## src/sv/bole_pkg.sv

```systemverilog
// Package for the bounded ordered list engine: types, codes and constants.
package bole_pkg;

  localparam int unsigned DefCapacity = 16;
  localparam int unsigned ValueW      = 32;

  typedef logic signed [ValueW-1:0] value_t;

  typedef enum logic [1:0] {
    CMD_INSERT  = 2'd0,
    CMD_REMOVE  = 2'd1,
    CMD_REVERSE = 2'd2,
    CMD_FIND    = 2'd3
  } cmd_e;

  typedef enum logic {
    ST_IDLE = 1'b0,
    ST_SCAN = 1'b1
  } state_e;

  // per-cell controls from the sequencer
  typedef struct packed {
    logic load_key;     // take the transaction value
    logic take_prev;    // shift towards the back
    logic take_next;    // shift towards the front
    logic capture_hit;  // latch comparison against the key
  } cell_ctl_t;

endpackage

```

## src/sv/bole_cell.sv

```systemverilog
// One storage cell of the list chain: value register and match flag.
module bole_cell (
  input  logic               clk_i,
  input  bole_pkg::cell_ctl_t ctl_i,
  input  bole_pkg::value_t   key_i,
  input  bole_pkg::value_t   prev_i,
  input  bole_pkg::value_t   next_i,
  output bole_pkg::value_t   value_o,
  output logic               hit_o
);
  import bole_pkg::*;

  value_t value_q, value_d;
  logic   hit_q;

  always_comb begin
    value_d = value_q;
    if (ctl_i.load_key) begin
      value_d = key_i;
    end else if (ctl_i.take_prev) begin
      value_d = prev_i;
    end else if (ctl_i.take_next) begin
      value_d = next_i;
    end
  end

  always_ff @(posedge clk_i) begin
    value_q <= value_d;
    if (ctl_i.capture_hit) begin
      hit_q <= (value_q == key_i);
    end
  end

  assign value_o = value_q;
  assign hit_o   = hit_q;

endmodule

```

## src/sv/bounded_ordered_list_engine.sv

```systemverilog
// Top level of the bounded ordered list engine: cell chain plus sequencer.
// Insert, remove and reverse: result strobed in the cycle after acceptance, busy stays low,
//   so one such command per cycle.
// Find: all cells compare in the acceptance cycle, then the scan walks one logical position
//   per cycle until the first hit or the end of the list, then strobes the result.
// Reset clears the entry count, the reversed view flag and the sequencer; cell contents are
//   left as they are. Results cannot be held off by the receiver.
module bounded_ordered_list_engine #(
  parameter int unsigned CAPACITY = bole_pkg::DefCapacity
) (
  input  logic                    clk_i,
  input  logic                    rst_ni,
  input  logic                    start_i,
  output logic                    busy_o,
  input  logic [1:0]              command_i,
  input  bole_pkg::value_t        value_i,
  input  logic [4:0]              position_i,
  output logic                    done_o,
  output logic                    accepted_o,
  output logic                    found_o,
  output logic [3:0]              found_index_o,
  output logic [4:0]              entry_total_o
);
  import bole_pkg::*;

  localparam int unsigned CntW = $clog2(CAPACITY + 1);
  localparam int unsigned IdxW = $clog2(CAPACITY);
  localparam int unsigned WidW = CntW + 5;

  state_e          state_q, state_d;
  logic [CntW-1:0] count_q, count_d;
  logic            rev_q, rev_d;
  logic [CntW-1:0] cursor_q, cursor_d;
  logic            done_q, done_d;
  logic            acc_q, acc_d;
  logic            fnd_q, fnd_d;
  logic [CntW-1:0] fidx_q, fidx_d;

  cmd_e            cmd;
  logic            take;
  logic [WidW-1:0] pos_w, cnt_w;
  logic [CntW-1:0] at;
  logic            ins_ok, rem_ok, rev_ok;
  logic            do_ins, do_rem_shift, do_find;
  logic [CntW-1:0] phys;
  logic            scan_end, scan_hit;
  logic [WidW-1:0] fidx_w, tot_w;

  value_t          cell_val [CAPACITY];
  logic [CAPACITY-1:0] hit;

  assign cmd  = cmd_e'(command_i);
  assign take = start_i && (state_q == ST_IDLE);

  assign pos_w  = WidW'(position_i);
  assign cnt_w  = WidW'(count_q);
  assign ins_ok = (pos_w <= cnt_w) && (cnt_w < WidW'(CAPACITY));
  assign rem_ok = (count_q != '0);
  assign rev_ok = (cnt_w >= WidW'(2));
  assign at     = rev_q ? (count_q - pos_w[CntW-1:0]) : pos_w[CntW-1:0];

  assign do_ins       = take && (cmd == CMD_INSERT) && ins_ok;
  assign do_rem_shift = take && (cmd == CMD_REMOVE) && rem_ok && !rev_q;
  assign do_find      = take && (cmd == CMD_FIND);

  // cell chain
  for (genvar i = 0; i < CAPACITY; i++) begin : g_cell
    cell_ctl_t ctl;
    value_t    prev_v, next_v;

    assign ctl.load_key    = do_ins && (at == CntW'(i));
    assign ctl.take_prev   = do_ins && (at < CntW'(i));
    assign ctl.take_next   = do_rem_shift;
    assign ctl.capture_hit = do_find;

    if (i == 0) begin : g_first
      assign prev_v = value_i;
    end else begin : g_mid
      assign prev_v = cell_val[i-1];
    end
    if (i == CAPACITY - 1) begin : g_last
      assign next_v = cell_val[i];
    end else begin : g_inner
      assign next_v = cell_val[i+1];
    end

    bole_cell u_cell (
      .clk_i   (clk_i),
      .ctl_i   (ctl),
      .key_i   (value_i),
      .prev_i  (prev_v),
      .next_i  (next_v),
      .value_o (cell_val[i]),
      .hit_o   (hit[i])
    );
  end

  // scan of latched match flags in logical order
  assign phys     = rev_q ? (count_q - CntW'(1) - cursor_q) : cursor_q;
  assign scan_end = (cursor_q == count_q);
  assign scan_hit = hit[phys[IdxW-1:0]];

  always_comb begin
    state_d = state_q;
    unique case (state_q)
      ST_IDLE: if (do_find) state_d = ST_SCAN;
      ST_SCAN: if (scan_end || scan_hit) state_d = ST_IDLE;
      default: state_d = ST_IDLE;
    endcase
  end

  always_comb begin
    count_d  = count_q;
    rev_d    = rev_q;
    cursor_d = cursor_q;
    done_d   = 1'b0;
    acc_d    = acc_q;
    fnd_d    = fnd_q;
    fidx_d   = fidx_q;
    unique case (state_q)
      ST_IDLE: begin
        cursor_d = '0;
        if (take) begin
          fnd_d  = 1'b0;
          fidx_d = '0;
          unique case (cmd)
            CMD_INSERT: begin
              done_d = 1'b1;
              acc_d  = ins_ok;
              if (ins_ok) count_d = count_q + CntW'(1);
            end
            CMD_REMOVE: begin
              done_d = 1'b1;
              acc_d  = rem_ok;
              if (rem_ok) count_d = count_q - CntW'(1);
            end
            CMD_REVERSE: begin
              done_d = 1'b1;
              acc_d  = rev_ok;
              if (rev_ok) rev_d = !rev_q;
            end
            CMD_FIND: begin
              acc_d = 1'b1;
            end
            default: ;
          endcase
        end
      end
      ST_SCAN: begin
        if (scan_end) begin
          done_d = 1'b1;
          fnd_d  = 1'b0;
          fidx_d = '0;
        end else if (scan_hit) begin
          done_d = 1'b1;
          fnd_d  = 1'b1;
          fidx_d = cursor_q;
        end else begin
          cursor_d = cursor_q + CntW'(1);
        end
      end
      default: ;
    endcase
  end

  always_ff @(posedge clk_i or negedge rst_ni) begin
    if (!rst_ni) begin
      state_q  <= ST_IDLE;
      count_q  <= '0;
      rev_q    <= 1'b0;
      cursor_q <= '0;
      done_q   <= 1'b0;
    end else begin
      state_q  <= state_d;
      count_q  <= count_d;
      rev_q    <= rev_d;
      cursor_q <= cursor_d;
      done_q   <= done_d;
    end
  end

  always_ff @(posedge clk_i) begin
    acc_q  <= acc_d;
    fnd_q  <= fnd_d;
    fidx_q <= fidx_d;
  end

  assign fidx_w = WidW'(fidx_q);
  assign tot_w  = WidW'(count_q);

  always_comb begin
    busy_o        = (state_q == ST_SCAN);
    done_o        = done_q;
    accepted_o    = acc_q;
    found_o       = fnd_q;
    found_index_o = fidx_w[3:0];
    entry_total_o = tot_w[4:0];
  end

endmodule

```

## config.mk

```make
export PLATFORM = sky130hd
export DESIGN_NAME = bounded_ordered_list_engine
export DESIGN_NICKNAME = d
export VERILOG_FILES = /design/src/sv/bole_pkg.sv /design/src/sv/bole_cell.sv /design/src/sv/bounded_ordered_list_engine.sv
export SDC_FILE = /design/constraint.sdc
export NUM_CORES = 2
export LEC_CHECK = 0
export ABC_CLOCK_PERIOD_IN_PS = 8000
export BUFFER_PORTS_ARGS = -buffer_cell sky130_fd_sc_hd__buf_4
export CAP_MARGIN = 20
export CORE_MARGIN = 3
export CORE_UTILIZATION = 35
export CTS_CLUSTER_DIAMETER = 120
export DETAILED_ROUTE_END_ITERATION = 16
export PLACE_DENSITY = 0.51
export SETUP_SLACK_MARGIN = 0.02
export SYNTH_ARGS = -nofsm -noshare
export SYNTH_HDL_FRONTEND = slang
export SYNTH_SLANG_ARGS = --single-unit
```

## constraint.sdc

```tcl
create_clock -name clk_i -period 8 [get_ports clk_i]
set_input_delay 2.4 -clock clk_i [delete_from_list [all_inputs] [get_ports clk_i]]
set_output_delay 2.4 -clock clk_i [all_outputs]
set_load 0.005 [all_outputs]
```

==> results.txt <==
The critical path in this run is classified as in2reg. In this run, synthesis inferred 534 flip-flops with an integrated enable. Before antenna repair, the detailed router went through 10 iterations. Among all flip-flop cells after synthesis, the most frequent one is sky130_fd_sc_hd__edfxtp_1. The logs give 3333 for the net count of the mapped netlist and 57.0 mm for the length of routed met2 wiring. Leading area contributor after synthesis: sky130_fd_sc_hd__edfxtp_1.

The via density per instance was 5.66. Share of post-route cells with drive strength above 1: 0.0861. On the critical path, the stage with the largest delay is an instance of sky130_fd_sc_hd__a211oi_1.

The worst register-to-register path ends at g_cell[14].u_cell.value_o[13]$_DFFE_PP_. The register bit count reported by yosys is 547, and the slew at the pin closest to its max-slew limit is 1.13 ns. The run gives 1 as the initial antenna violation count. The global router's overall resource usage is 0.245, and the number of cells on the worst reg-to-reg path is 12. Endpoint with the worst hold slack: cursor_q[4]$_DFFE_PN0P_. For this run, design rule violations remaining after detail routing come to 0. STA classifies the critical path endpoint as a flip-flop. Period utilization: 0.743.

Setup repair after global routing left no endpoint under its margin. The tree is rooted in a sky130_fd_sc_hd__clkbuf_16. By area the synthesized netlist is led by sky130_fd_sc_hd__edfxtp_1 (48%), sky130_fd_sc_hd__xor2_1 (14%), sky130_fd_sc_hd__mux2i_1 (8.1%). The worst slack on hold paths came out at 0.580 ns.

The highest routed metal layer was met4. The path class of the tightest hold or removal check is reg2reg. For the number of setup violations in the final report, the log shows 0. The sort of element at the start of the critical path was an input pin. Of all nets on the critical path, the largest fanout is 65. The routed metal-1 wirelength was 54.1 mm.

The tools report the filler cell count as 9301. The clock insertion delay at the later pin of the skew report is 0.63 ns. The flow ran to the end, and the final reports show no timing, DRC or antenna violations. In this run, CTS created clock tree buffers numbering 67. The largest clock skew in the final design was 0.0226 ns; the count of mapped cells out of synthesis was 3277. The tools report the number of global-route vias before repair as 23900.

The fraction of registers with async set/reset was 0.0238. For this design the ratio of total power to cell area is 239 mW/mm^2. The buffer levels on the longest clock path came out at 3. The detailed-route wire length per cell came out at 28.0 um. The worst slew slack as a fraction of its limit was 0.242; the average cell area after synthesis was 10.2 um^2. The Yosys step of the flow raised 0 warnings. The number of buffers inserted for hold repair after clock tree synthesis came out at 0.

For the number of cells in the finished layout apart from fillers, the log shows 4447. The cell family contributing the most delay on the critical path is compound AO/OA/AOI/OAI gates. The post-synthesis cell type count was 61; the compound-cell area share of the yosys netlist was 0.0996. The tools report the number of buffers inserted by post-CTS setup repair as 0.

At the worst endpoint, the required time is 8.27 ns. Detailed routing inserted a total of 25200 vias. After synthesis, the largest family of logic cells by area is XOR/XNOR gates.

By instance count, the cell type seen most on the critical path is sky130_fd_sc_hd__buf_4. Summed over all cells, the static leakage comes to 13.8 nW. The proportion of synthesized chip area in sequential cells was 0.490; the starting DRC count in detailed routing was 3385.

The max-slew violation count is 0, and the top cell type's share of synthesized area is 0.480. The logs give 0 for the final hold violation count and 112 for the placement row count. The horizontal die dimension is 315 um, and the total routed wirelength is 124 mm. The worst path in the final design needs a cycle of 5.94 ns, including I/O delays and setup.

Number of diodes added for antenna fixing: 0. The sum of buffers and inverters on the critical path works out to 4. Gates resized during post-CTS repair numbered 0. Counting every sink on the clock net gives 547. The max-capacitance violation count was 0; the signed area change from the synthesized netlist to the final layout was 10.0%. The first global-routing pass estimated 177 mm of wire. The core footprint was 0.0940 mm^2; the worst ir drop on vdd was 0.000138 V. The net count of the finished layout is 3211.

The run gives 168 MHz as the upper clock frequency limit. The pin count of the biggest net entering global routing was 77. The area share of fa/ha/maj cells after synthesis was 0.00569. In this run the count of I/O pins placed on the die edge is 55. The xor/xnor share of the synthesized area is 0.139, and the clock transition time at the flip-flop clock pins of the worst setup and hold paths is 0.06 ns.

In this run the most critical hold path is launched from cursor_q[4]$_DFFE_PN0P_. The run gives 0 ns as the accumulated negative setup slack. The die covers 0.0992 mm^2. The run gives 9.63 mm as the met3 routed wirelength. The critical path goes through buf_4, inv_1, ha_1, nand2b_1, nand2b_1, a211oi_1, o211ai_1, or3_2, buf_4, nand3_1, buf_4. The run gives 3.39 ns as the worst setup slack for register-to-register paths. The core occupancy in the finished layout was 0.391; the half-perimeter wire length after placement was 85.1 mm. The synthesized-area fraction occupied by and/or/nand/nor cells came out at 0.126.

The vertical extent of the die came out at 315 um. The run gives 0 as the aggregate global routing overflow. In this run the remaining antenna-violating nets after routing total 0. Once placement finished, the instance area stood at 0.0347 mm^2.

The run gives 0.355 as the initial core utilization. The final estimated routing congestion in global placement was 0.878. The count of buffers inserted at the top-level ports works out to 54.

The H-tree was split into 3 levels. The number of placed instances, taps included, is 4339. The tools report the critical register-to-register path startpoint as entry_total_o[0]$_DFFE_PN0P_. The mux cell area share after synthesis works out to 0.0924. TritonCTS built the clock tree. Worst hold path cell count: 2. The critical path's largest stage delay was 0.85 ns.

The final cell area excluding filler cells was 0.0368 mm^2; the worst path arrival time was 6.22 ns. The run gives 0.0334 mm^2 as the mapped cell area.
-- cell usage after synthesis (3+ instances only) --
cell type,instances
sky130_fd_sc_hd__mux2i_1,270
sky130_fd_sc_hd__nand2b_1,10
sky130_fd_sc_hd__and3_1,7
sky130_fd_sc_hd__clkbuf_1,207
sky130_fd_sc_hd__ha_1,12
sky130_fd_sc_hd__nand3_1,11
sky130_fd_sc_hd__nor3_2,4
sky130_fd_sc_hd__dfrtp_1,13
sky130_fd_sc_hd__a31oi_1,93
sky130_fd_sc_hd__nor2_1,175
sky130_fd_sc_hd__a21o_1,8
sky130_fd_sc_hd__nor2b_1,3
sky130_fd_sc_hd__buf_1,40
sky130_fd_sc_hd__and2_1,7
sky130_fd_sc_hd__xnor2_1,10
sky130_fd_sc_hd__nand2_1,541
sky130_fd_sc_hd__or3_1,5
sky130_fd_sc_hd__a222oi_1,84
sky130_fd_sc_hd__buf_2,53
sky130_fd_sc_hd__nor3b_1,4
sky130_fd_sc_hd__o22ai_1,4
sky130_fd_sc_hd__edfxtp_1,534
sky130_fd_sc_hd__inv_1,101
sky130_fd_sc_hd__mux2_2,34
sky130_fd_sc_hd__nor4_1,131
sky130_fd_sc_hd__nor3_1,9
sky130_fd_sc_hd__xor2_1,519
sky130_fd_sc_hd__a211oi_1,8
sky130_fd_sc_hd__o21ai_0,233
sky130_fd_sc_hd__a21oi_1,70
sky130_fd_sc_hd__nand4_1,34
sky130_fd_sc_hd__buf_6,3
sky130_fd_sc_hd__or4_1,3
-- metrics by stage --
| stage | power, mW | setup slack [ns] |
|---|---|---|
| floorplan | 5.12 | 0.490 |
| global placement | 5.86 | 1.48 |
| detailed placement | 5.87 | 1.49 |
| CTS | 8.79 | 2.13 |
| global route | 9.11 | 1.71 |
| finish | 8.78 | 2.06 |
-- cell usage in the layout, fill, tap and decap left out, types with 3 or more instances in the layout --
| master | netlist | routed |
|---|---|---|
| sky130_fd_sc_hd__a211oi_1 | 8 | 8 |
| sky130_fd_sc_hd__a21o_1 | 8 | 7 |
| sky130_fd_sc_hd__a21oi_1 | 70 | 68 |
| sky130_fd_sc_hd__a222oi_1 | 84 | 84 |
| sky130_fd_sc_hd__a31oi_1 | 93 | 92 |
| sky130_fd_sc_hd__and2_1 | 7 | 6 |
| sky130_fd_sc_hd__and3_1 | 7 | 7 |
| sky130_fd_sc_hd__buf_4 | 0 | 112 |
| sky130_fd_sc_hd__bufinv_16 | 0 | 3 |
| sky130_fd_sc_hd__clkbuf_1 | 207 | 8 |
| sky130_fd_sc_hd__clkbuf_16 | 0 | 68 |
| sky130_fd_sc_hd__clkinv_1 | 0 | 11 |
| sky130_fd_sc_hd__clkinv_2 | 0 | 11 |
| sky130_fd_sc_hd__clkinv_8 | 0 | 3 |
| sky130_fd_sc_hd__dfrtp_1 | 13 | 13 |
| sky130_fd_sc_hd__edfxtp_1 | 534 | 534 |
| sky130_fd_sc_hd__ha_1 | 12 | 12 |
| sky130_fd_sc_hd__inv_1 | 101 | 101 |
| sky130_fd_sc_hd__inv_6 | 0 | 3 |
| sky130_fd_sc_hd__mux2_2 | 34 | 34 |
| sky130_fd_sc_hd__mux2i_1 | 270 | 270 |
| sky130_fd_sc_hd__nand2_1 | 541 | 540 |
| sky130_fd_sc_hd__nand2b_1 | 10 | 10 |
| sky130_fd_sc_hd__nand3_1 | 11 | 7 |
| sky130_fd_sc_hd__nand3_2 | 0 | 4 |
| sky130_fd_sc_hd__nand4_1 | 34 | 34 |
| sky130_fd_sc_hd__nor2_1 | 175 | 169 |
| sky130_fd_sc_hd__nor2_4 | 0 | 4 |
| sky130_fd_sc_hd__nor2b_1 | 3 | 3 |
| sky130_fd_sc_hd__nor3_1 | 9 | 7 |
| sky130_fd_sc_hd__nor3_4 | 0 | 4 |
| sky130_fd_sc_hd__nor4_1 | 131 | 131 |
| sky130_fd_sc_hd__o21ai_0 | 233 | 232 |
| sky130_fd_sc_hd__o22ai_1 | 4 | 4 |
| sky130_fd_sc_hd__or2_2 | 2 | 3 |
| sky130_fd_sc_hd__or3_2 | 0 | 3 |
| sky130_fd_sc_hd__or4_1 | 3 | 3 |
| sky130_fd_sc_hd__xnor2_1 | 10 | 10 |
| sky130_fd_sc_hd__xor2_1 | 519 | 519 |
-- cell type report --
class	count	area, um^2	area share
Inverter	101	379	0.0103
Tap cell	1254	1570	0.0427
Sequential cell	547	16400	0.445
Multi-Input combinational cell	2326	15600	0.425
Timing Repair Buffer	112	841	0.0229
Clock buffer	76	1730	0.0471
Clock inverter	31	262	0.00712
-- logic make-up after synthesis --
| kind of cell | Yosys count |
|---|---|
| compound gates | 524 |
| xor+xnor | 529 |
| fa+ha+maj | 14 |
| buf+inv | 404 |
| flops | 547 |
| mux | 304 |
| simple gates | 955 |
-- worst max-delay path by stage --
stage | start | end | depth (start not counted)
global route | position_i[1] | g_cell[6].u_cell.value_o[24]$_DFFE_PP_ | 11
CTS | position_i[1] | g_cell[6].u_cell.value_o[25]$_DFFE_PP_ | 11
detailed placement | position_i[1] | g_cell[6].u_cell.value_o[23]$_DFFE_PP_ | 11
global placement | position_i[1] | g_cell[6].u_cell.value_o[3]$_DFFE_PP_ | 11
floorplan | position_i[0] | g_cell[12].u_cell.value_o[0]$_DFFE_PP_ | 9
finish | position_i[1] | g_cell[6].u_cell.value_o[1]$_DFFE_PP_ | 11
-- worst reg2reg max path: cells and delay by family (launching register included) --
kind	cells	cell delay (ns)
AND/OR/NAND/NOR	2	0.99
adder cells (fa/ha/maj)	2	0.62
AO/OA/AOI/OAI	4	1.07
multiplexers	1	0.29
buffers and inverters	3	0.72
flip-flops	1	0.50
-- state kept, by name, indices dropped and copies added, names as in the netlist --
| name | cells |
|---|---|
| found_o | 1 |
| accepted_o | 1 |
| done_o | 1 |
| rev_q | 1 |
| entry_total_o | 5 |
| fidx_q | 4 |
| g_cell.u_cell.hit_o | 16 |
| cursor_q | 5 |
| g_cell.u_cell.value_o | 512 |
| busy_o | 1 |
-- per-layer routing --
| metal | vias up | track usage |
|---|---|---|
| li1 | 11400 | - |
| met1 | 12400 | 0.347 |
| met2 | 1128 | 0.385 |
| met3 | 180 | 0.0388 |
| met4 | 0 | 0.0719 |
| met5 | - | 0 |
-- power breakdown --
group,switching [mW],internal [mW],total (mW)
logic,1.24,0.720,1.96
clock network,1.28,1.65,2.92
registers,0.377,3.52,3.89
total,2.90,5.88,8.78
No activity file was read; power rests on OpenSTA's default activity.
